`src/rtl/core/strs_pkg.sv`:
```
package strs_pkg;

  // Command codes carried on the request channel
  localparam logic CMD_SET   = 1'b0;
  localparam logic CMD_QUERY = 1'b1;

  localparam int unsigned SUM_W   = 64;
  localparam int unsigned VALUE_W = 32;
  localparam int unsigned INDEX_W = 10;
  localparam int unsigned RANGE_W = 11;

  // Controller to datapath commands
  typedef struct packed {
    logic clr;       // write zero at the clear pointer, advance it
    logic load;      // request transfer: capture the command fields
    logic set_leaf;  // write the leaf, read its sibling
    logic set_up;    // write parent = carry + sibling, read parent's sibling
    logic q_step;    // one query level: issue reads, move the bounds up
    logic q_acc;     // fold returned read data into the accumulator
    logic q_out;     // load the accumulator into the result register
  } strs_ctl_t;

  // Datapath to controller status
  typedef struct packed {
    logic clr_last;   // clear pointer at the last node
    logic req_query;  // request payload holds a query
    logic idx_ok;     // request leaf index lies inside the tree
    logic up_last;    // this update step writes the root
    logic walk_last;  // bounds meet after this query step
    logic out_free;   // result register can take a new sum
  } strs_sts_t;

endpackage

```
`src/rtl/core/strs_ctrl.sv`:
```
module strs_ctrl (
  input  logic                clk,
  input  logic                rst,
  input  logic                req_valid,
  output logic                req_ready,
  input  strs_pkg::strs_sts_t sts,
  output strs_pkg::strs_ctl_t ctl
);

  typedef enum logic [6:0] {
    ST_CLEAR    = 7'b0000001,
    ST_IDLE     = 7'b0000010,
    ST_SET_LEAF = 7'b0000100,
    ST_SET_UP   = 7'b0001000,
    ST_Q_WALK   = 7'b0010000,
    ST_Q_ACC    = 7'b0100000,
    ST_Q_OUT    = 7'b1000000
  } state_t;

  state_t state;
  state_t state_next;

  // State register
  always_ff @(posedge clk) begin
    if (rst) begin
      state <= ST_CLEAR;
    end else begin
      state <= state_next;
    end
  end

  // Next state and datapath commands
  always_comb begin
    state_next = state;
    req_ready  = 1'b0;
    ctl        = '0;
    case (state)
      ST_CLEAR: begin
        ctl.clr = 1'b1;
        if (sts.clr_last) begin
          state_next = ST_IDLE;
        end
      end
      ST_IDLE: begin
        req_ready = 1'b1;
        if (req_valid) begin
          ctl.load = 1'b1;
          if (sts.req_query) begin
            state_next = ST_Q_WALK;
          end else if (sts.idx_ok) begin
            state_next = ST_SET_LEAF;
          end
        end
      end
      ST_SET_LEAF: begin
        ctl.set_leaf = 1'b1;
        state_next   = ST_SET_UP;
      end
      ST_SET_UP: begin
        ctl.set_up = 1'b1;
        if (sts.up_last) begin
          state_next = ST_IDLE;
        end
      end
      ST_Q_WALK: begin
        ctl.q_step = 1'b1;
        ctl.q_acc  = 1'b1;
        if (sts.walk_last) begin
          state_next = ST_Q_ACC;
        end
      end
      ST_Q_ACC: begin
        ctl.q_acc  = 1'b1;
        state_next = ST_Q_OUT;
      end
      ST_Q_OUT: begin
        if (sts.out_free) begin
          ctl.q_out  = 1'b1;
          state_next = ST_IDLE;
        end
      end
      default: begin
        state_next = ST_CLEAR;
      end
    endcase
  end

endmodule

```
`config.mk`:
```
export PLATFORM = sky130hd
export DESIGN_NAME = strs_ctrl
export DESIGN_NICKNAME = d
export VERILOG_FILES = /design/src/rtl/core/strs_pkg.sv /design/src/rtl/core/strs_ctrl.sv
export SDC_FILE = /design/constraint.sdc
export NUM_CORES = 1
export LEC_CHECK = 0
export BUFFER_PORTS_ARGS = -buffer_cell sky130_fd_sc_hd__buf_2
export CORE_UTILIZATION = 40
export DETAILED_ROUTE_END_ITERATION = 12
export PLACE_DENSITY = 0.77
export SYNTH_ARGS = -nofsm -noshare
export SYNTH_HDL_FRONTEND = slang
export SYNTH_SLANG_ARGS = --single-unit
```
`constraint.sdc`:
```
create_clock -name clk -period 1.3 [get_ports clk]
set_input_delay 0.26 -clock clk [delete_from_list [all_inputs] [get_ports clk]]
set_output_delay 0.26 -clock clk [all_outputs]
set_load 0.1 [all_outputs]
```
==> results by group, run 1 <==
Run status
  – Status: stopped before the end
  – Stage where the run ended: 5_1_grt
  – Error: [ERROR DPL-0038] Utilization greater than 100%, impossible to legalize

Logic synthesis
  – Yosys warns: 0
  – Library cells used by synthesis: 36
  – Compound-Gate Fraction of Synth Area: 0.1911
  – Post-synth EDFFs: 0
  – Simple-gate share of the synthesized area: 0.3822
  – Synth Net Count: 82
  – Mean area per synthesized cell: 8.073 µm²
  – Largest family of logic cells by synthesized area: simple AND/OR/NAND/NOR gates
  – Post-synthesis async set-or-reset flop share: 0
  – XOR/XNOR Fraction of Synth Area: 0.04459
  – Synth Area in Adders: 0
  – Synthesized instance count: 73
  – Register bit total from synthesis: 7
  – Cell Area, Synth: 589.3 µm²
  – Seq/Total Area, Yosys: 0.2378
  – Synth Flop Type: dfxtp_1
  – Mux contribution to synthesized area: 0.03397

Floorplan
  – Die span in x: 40.39 µm
  – Die span in y: 40.39 µm
  – Initial core utilization: 0.4418
  – IO Count: 17
  – Row count: 13

Timing
  – Worst EP kind: register input
  – Post-GRT worst EP: state[0]$_SDFFE_PP1P_/D

Place
  – Dpl ws: -247.3 ps
  – Port buffer count: 16
  – GP Congestion: 0.9025
  – DP Wirelength: 1532 µm
  – DP Area: 1087 µm²

Clock network
  – Clock buffer depth: 2
  – H-tree levels: 1
  – Root Buffer: clkbuf_4
  – Num CTS Buffers: 3
  – Sink Count: 7

Global route
  – Largest net degree at the start of global routing: 9
-- cell families after synthesis --
logic type,Yosys count
muxes,2
DFF,7
and+or+nand+nor,34
xor gates and xnor gates,3
buffers and inverters,12
AOI/OAI and AO/OA,15
-- cells in the mapped netlist, types with 2 or more instances --
library cell  number  area, µm²
mux2i_1            2      20.02
nor3_1             2      10.01
nor4b_1            2      17.52
o211ai_1           3      22.52
buf_2              4      20.02
xor2_1             2      17.52
nand3b_1           2      15.01
buf_6              2      22.52
o21ai_0            3      15.01
inv_1              5      18.77
nor3b_1            4      30.03
nor2_1             5      18.77
dfxtp_1            7      140.1
nor4_1             2      12.51
and3_1             2      12.51
nand2_1            5      18.77
nand3_1            2      10.01
-- stage by stage --
| stage | std cells | hold slack (ps) |
|---|---|---|
| floorplan | 73 | 332.8 |
| global placement | 125 | 480.0 |
| detailed placement | 125 | 485.4 |
| CTS | 138 | 200.4 |
-- repair_timing --
action,4_1_cts
pin swaps,10
setup buffers,10
setup endpoints to repair,14
endpoints found under the hold margin,0
resized for setup,29
hold buffers,0
==> inputs of run 2 (changes only) <==
Settings changed: CORE_AREA set to 2 2 63 65, CORE_UTILIZATION 40 to not set, DIE_AREA set to 0 0 65 67, PLACE_DENSITY 0.77 to not set, PLACE_DENSITY_LB_ADDON set to 0.15.
Clock period 1.3 ns to 1.7 ns, I/O delays scaled along.
==> run 2 against run 1 <==
Area after synthesis unchanged; the flow now finishes, with violations (setup timing); synthesized cell count did not move.
==> results by group, run 2 <==
Run status
  – Status: finished, violations left (was stopped before the end)
  – Failing checks: setup timing

Routing
  – Routed via count: 663
  – Initial DRT Pass Iterations: 3
  – DRC Markers: 0
  – Via density: 4.362
  – Initial DRC count: 5
  – WL final: 1888 µm
  – Routed Antenna Nets: 0
  – Routed wire length per instance: 12.42 µm

Power and ir drop
  – Static leakage: 0.4344 nW
  – Clock group share of total power: 0.196
  – Net Sw Frac: 0.4443
  – Logic pwr share: 0.598
  – Reg power frac: 0.206
  – PwrDens: 1103 nW/µm²
  – NetSw: 540.8 µW
  – Internal cell power: 676.3 µW
  – Peak supply drop: 480.0 µV

Setup path
  – CP cell instances: nor4_4, nor4b_4, buf_12
  – Slowest CP cell: dfxtp_4
  – CP Max Fanout: 4
  – Worst EP arrival: 1420 ps
  – WS Path Type: reg -> out
  – Required @ worst endpoint: 1360 ps
  – Crit path launch type: flop
  – Worst Setup End Kind: output port
  – Max stage delay on crit path: 360 ps

Floorplan
  – Row count: 22 (was 13)
  – IO Count: 17 (unchanged)
  – Die area: 4355 µm²
  – Initial core utilization: 0.1634 (was 0.4418)
  – Die span in x: 65 µm (was 40.39 µm)
  – Die span in y: 67 µm (was 40.39 µm)
  – Core Box Area: 3606 µm²

Final layout
  – Non-Filler Instances: 152
  – Largest registers: state (7)
  – Final #Nets: 114
  – N_diodes: 0
  – Layout cell share with drive strength beyond 1: 0.5769
  – Most common cell after layout, fill and taps aside: buf_4
  – Synth-to-Final Area Change: 87.26%
  – Final design area excluding fillers: 1104 µm²
  – Most frequent cells in the layout: buf_4, buf_12, buf_2
  – Largest reg by FF count: state
  – Max reg flops: 7
  – Fillcell total: 391

Timing
  – Worst slew pin tran: 348.9 ps
  – Min Clock Period, post-route: 1760 ps
  – RSZ-0062 raised after global routing: yes
  – Slew headroom: 0.7614
  – Setup Skew: 1.306 ps
  – Hold slack: 308.8 ps
  – Worst setup margin: -60.46 ps
  – Part of the cycle the worst path needs: 1.036
  – FMAX: 568.0 MHz
  – Final hold vios: 0
  – Pins Over Slew Limit: 0
  – Setup-failing EPs final: 7

Global route
  – First-pass GRT wire length: 3325 µm
  – Largest net degree at the start of global routing: 11
  – Number of global-route vias before repair: 689
  – GR Util All Layers: 0.1051
  – Total grt overflow: 0
  – Initial antenna violation count: 0

Worst hold path
  – Hold Crit Class: in -> reg

Logic synthesis
  – Yosys warns: 0 (unchanged)
  – Register bit total from synthesis: 7 (unchanged)
  – Post-synth EDFFs: 0 (unchanged)
  – Cell Area, Synth: 589.3 µm² (unchanged)
  – Seq/Total Area, Yosys: 0.2378 (unchanged)
  – Top post-synthesis cells by count: dfxtp_1, inv_1, nand2_1, nor2_1 (unchanged)
  – Yosys top cell area share: 0.2378 (unchanged)
  – Mean area per synthesized cell: 8.073 µm² (unchanged)
  – Synth Net Count: 82 (unchanged)
  – Synthesized instance count: 73 (unchanged)
  – Library cells used by synthesis: 36 (unchanged)
  – Post-synthesis async set-or-reset flop share: 0 (unchanged)
  – Largest cells by area after synthesis: dfxtp_1, nor3b_1, buf_6 (unchanged)
  – Largest area contributor in the netlist: dfxtp_1 (unchanged)
  – Top-count cell post-synth: dfxtp_1 (unchanged)
  – Synth Flop Type: dfxtp_1 (unchanged)

Place
  – DP Wirelength: 1462 µm (was 1532 µm)
  – GP Congestion: 0.6982 (was 0.9025)
  – DP Area: 944.7 µm² (was 1087 µm²)
  – Port buffer count: 16 (unchanged)
  – Placed Instances: 140 (was 125)

Clock network
  – Worst-Skew Late Latency: 230 ps
  – Clock transition at path regs: 40 ps
  – Clock buffer depth: 2 (unchanged)
  – Num CTS Buffers: 3 (unchanged)
  – H-tree levels: 1 (unchanged)
  – CTS tree: done
  – Sink Count: 7 (unchanged)
  – CTS Hold Bufs: 0 (unchanged)
  – Root Buffer: clkbuf_8 (was clkbuf_4)

Flow run
  – Maxcap violations: 0
[run 2: power groups by stage]
stage                     Combinational [mW]  Clock (mW)  Sequential, mW
after floorplan                        0.524           0           0.208
after global placement                 0.665           0           0.264
after detailed placement               0.661           0           0.262
after CTS                              0.730       0.244           0.249
after global routing                   0.771       0.255           0.254
final                                  0.728       0.239           0.250
[run 2: worst paths after layout]
kind              cells after the start  slack [ps]                   from                     to
setup / recovery                      3         -60  state[1]$_SDFFE_PP0P_                 ctl[3]
hold / removal                        2         310                    rst  state[2]$_SDFFE_PP0P_
setup reg to reg                      5         150  state[1]$_SDFFE_PP0P_  state[4]$_SDFFE_PP0P_
hold reg to reg                       2         510  state[3]$_SDFFE_PP0P_  state[3]$_SDFFE_PP0P_
[run 2: area by class of cell]
type / count / area [µm²] / share of cell area
multi-input combinational: 54 / 461.7 / 0.4184
timing repair buffer: 34 / 351.6 / 0.3186
sequential: 7 / 158.9 / 0.1440
tap: 48 / 60.06 / 0.05442
clock buffer: 4 / 45.04 / 0.04082
inverter: 5 / 26.28 / 0.02381
[run 2: critical path: cells and delay by family, from the launching register on]
kind	cells	cell delay [ps]
AND/OR/NAND/NOR	2	620
flip-flops	1	360
buffers and inverters	1	210
[run 2: metrics by stage]
stage | setup TNS [ps] | utilization | total power [mW] | worst slack, ps
final | -242.0 | 0.3060 | 1.217 | -60.46
after global routing | -762.6 | 0.3060 | 1.280 | -138.4
after CTS | -348.8 | 0.3047 | 1.223 | -88.14
after detailed placement | 0 | 0.2620 | 0.9228 | 25.60
after global placement | 0 | 0.2620 | 0.9295 | 29.87
after floorplan | -785.8 | - | 0.7322 | -436.5
[run 2: cells by family (layout without fill, tap and decap cells)]
group                  after synthesis  after routing  synth area share
AND/OR/NAND/NOR                     34             34            0.3822
AO/OA/AOI/OAI                       15             15            0.1911
buffers and inverters               12             43            0.1104
flip-flops                           7              7            0.2378
XOR/XNOR                             3              3           0.04459
multiplexers                         2              2           0.03397
[run 2: per-layer routing]
| layer | vias up | share of wire | routed length [µm] | global-route usage |
|---|---|---|---|---|
| met1 | 309 | 0.50 | 946 | 0.1431 |
| met4 | 0 | 0.030 | 56 | 0.07181 |
| met2 | 15 | 0.44 | 831 | 0.1469 |
| met5 | - | 0 | 0 | 0 |
| met3 | 5 | 0.029 | 54 | 0.02027 |
| li1 | 334 | - | - | - |
[run 2: what timing repair did]
| action | CTS | global route |
|---|---|---|
| resized for setup | 15 | 1 |
| pin swaps | 4 | 1 |
| buffers inserted | 8 | 0 |
| endpoints found under the setup margin | 8 | 9 |
| hold endpoints to repair | 0 | 0 |
Note: power is estimated with default switching activity, not from simulation.
==> inputs of run 3 (changes only) <==
Settings changed: SKIP_CTS_REPAIR_TIMING set to 1.
==> run 3 against run 2 <==
The flow still finishes with violations (setup timing); die area is the same; sequential share of layout area grew 0.34 points; via count shrank 2.4%; critical endpoint unchanged; clock power is essentially flat; highest routed layer unchanged; count of clock-buffer cells in the layout is the same; core utilization shrank 0.24 points; clock skew is essentially flat; critical path depth is the same; non-clock buffer count shrank 2; largest power group unchanged; sequential power grew 6%.
==> results by group, run 3 (synthesized netlist as in run 2, its figures left out) <==
Final layout
  – Register area: 161.4 µm² (was 158.9 µm²)
  – Most common cell after layout, fill and taps aside: buf_4 (unchanged)
  – N_diodes: 0 (unchanged)
  – Largest reg by FF count: state (unchanged)
  – Max reg flops: 7 (unchanged)
  – Multi-input gate area in the final layout: 467.9 µm² (was 461.7 µm²)
  – Largest registers: state (7) (unchanged)
  – Final design area excluding fillers: 1095 µm² (was 1104 µm²)
  – Most frequent cells in the layout: buf_4, buf_2, buf_12 (was buf_4, buf_12, buf_2)
  – Final #Nets: 112 (was 114)
  – Fillcell total: 388 (was 391)
  – Layout cell share with drive strength beyond 1: 0.5686 (was 0.5769)
  – Synth-to-Final Area Change: 85.78% (was 87.26%)

Timing
  – RSZ-0062 raised after global routing: yes (unchanged)
  – Fin Setup TNS: -370.9 ps (was -242.0 ps)
  – Part of the cycle the worst path needs: 1.047 (was 1.036)
  – Min Clock Period, post-route: 1780 ps (was 1760 ps)
  – Final hold vios: 0 (unchanged)
  – Setup-failing EPs final: 7 (unchanged)
  – Setup Skew: 1.116 ps (was 1.306 ps)
  – Pins Over Slew Limit: 0 (unchanged)
  – Slew headroom: 0.7568 (was 0.7614)
  – FMAX: 561.7 MHz (was 568.0 MHz)
  – Worst slew pin tran: 355.6 ps (was 348.9 ps)
  – Worst setup margin: -80.29 ps (was -60.46 ps)

Global route
  – First-pass GRT wire length: 3084 µm (was 3325 µm)
  – Largest net degree at the start of global routing: 14 (was 11)
  – Number of global-route vias before repair: 659 (was 689)
  – GR Util All Layers: 0.09722 (was 0.1051)
  – Total grt overflow: 0 (unchanged)
  – Initial antenna violation count: 0 (unchanged)

Setup path
  – Required @ worst endpoint: 1360 ps (about the same)
  – FF-to-FF path depth: 5 (unchanged)
  – Gate family responsible for the most delay along the worst path: simple AND/OR/NAND/NOR gates (unchanged)
  – Worst EP arrival: 1440 ps (was 1420 ps)
  – WS Path Type: reg -> out (unchanged)
  – Crit path launch type: flop (unchanged)
  – CP bufs+invs: 1 (unchanged)
  – R2r setup slk: 150 ps (about the same)
  – CP cell instances: nor4_4, nor4b_4, buf_12 (unchanged)
  – Worst Setup End Kind: output port (unchanged)
  – Slowest CP cell: dfxtp_4 (unchanged)
  – CP Max Fanout: 7 (was 4)
  – Max stage delay on crit path: 370 ps (was 360 ps)
  – Worst path depth: 3 (unchanged)

Place
  – DP Area: 944.7 µm² (unchanged)
  – Dpl ws: 25.60 ps (unchanged)
  – DP Wirelength: 1462 µm (unchanged)
  – GP Congestion: 0.6982 (unchanged)
  – Port buffer count: 16 (unchanged)

Floorplan
  – Row count: 22 (unchanged)
  – IO Count: 17 (unchanged)
  – Initial core utilization: 0.1634 (unchanged)
  – Die span in x: 65 µm (unchanged)
  – Die span in y: 67 µm (unchanged)
  – Core Box Area: 3606 µm² (unchanged)
  – Die area: 4355 µm² (unchanged)

Routing
  – Routed via count: 647 (was 663)
  – Via density: 4.313 (was 4.362)
  – WL final: 1875 µm (was 1888 µm)
  – DRC Markers: 0 (unchanged)
  – Initial DRC count: 7 (was 5)
  – Initial DRT Pass Iterations: 3 (unchanged)
  – Routed wire length per instance: 12.50 µm (was 12.42 µm)
  – Routed Antenna Nets: 0 (unchanged)

Flow run
  – Maxcap violations: 0 (unchanged)

Power and ir drop
  – PwrDens: 1160 nW/µm² (was 1103 nW/µm²)
  – Peak supply drop: 486.0 µV (was 480.0 µV)
  – Static leakage: 0.4283 nW (was 0.4344 nW)

Run status
  – Failing checks: setup timing (unchanged)
  – Status: finished, violations left (unchanged)

Clock network
  – Worst-Skew Late Latency: 230 ps (about the same)
  – Root Buffer: clkbuf_8 (unchanged)
  – Clock transition at path regs: 40 ps (about the same)
  – H-tree levels: 1 (unchanged)
  – Sink Count: 7 (unchanged)
  – CTS tree: done (unchanged)
  – Clock buffer depth: 2 (unchanged)
  – Num CTS Buffers: 3 (unchanged)

Worst hold path
  – Hold depth: 2 (unchanged)
  – Hold Crit Class: in -> reg (unchanged)
==> run 3: worst paths after layout <==
path | end | start
max | ctl[3] | state[1]$_SDFFE_PP0P_
min | state[6]$_SDFFE_PP0P_ | rst
min reg2reg | state[3]$_SDFFE_PP0P_ | state[3]$_SDFFE_PP0P_
max reg2reg | state[2]$_SDFFE_PP0P_ | state[1]$_SDFFE_PP0P_
==> run 3: report_power, final <==
part	internal [mW]	total [mW]	switching [mW]
sequential	0.197	0.264	0.0667
combinational	0.350	0.768	0.418
clock	0.162	0.238	0.0752
==> run 3: worst register-to-register path: stages (launching register included) <==
cell,delay [ps]
dfxtp_4,400
buf_2,190
nor2_1,70
a21oi_1,180
o21ai_0,120
a2111oi_1,450
==> run 3: per-layer routing <==
layer / vias to the layer above / routed length (µm) / track usage
met3: 5 / 59 / 0.02027
met2: 15 / 852 / 0.1418
li1: 332 / - / -
met4: 0 / 56 / 0.07181
met1: 295 / 906 / 0.1250
met5: - / 0 / 0
==> run 3: layout make-up <==
cell class,instances,area share
Clock buffer,4,0.04114
Timing Repair Buffer,32,0.3051
Inverter,5,0.02400
Tap cell,48,0.05486
Multi-Input combinational cell,54,0.4274
Sequential cell,7,0.1474
==> run 3: per-stage QoR <==
step / std cells / util / total power, mW / hold slack [ps]
floorplan: 73 / - / 0.7322 / 412.8
global placement: 140 / 0.2620 / 0.9295 / 527.2
detailed placement: 140 / 0.2620 / 0.9228 / 543.5
CTS: 144 / 0.2745 / 1.169 / 313.8
global route: 150 / 0.3036 / 1.330 / 318.0
finish: 150 / 0.3036 / 1.270 / 302.9
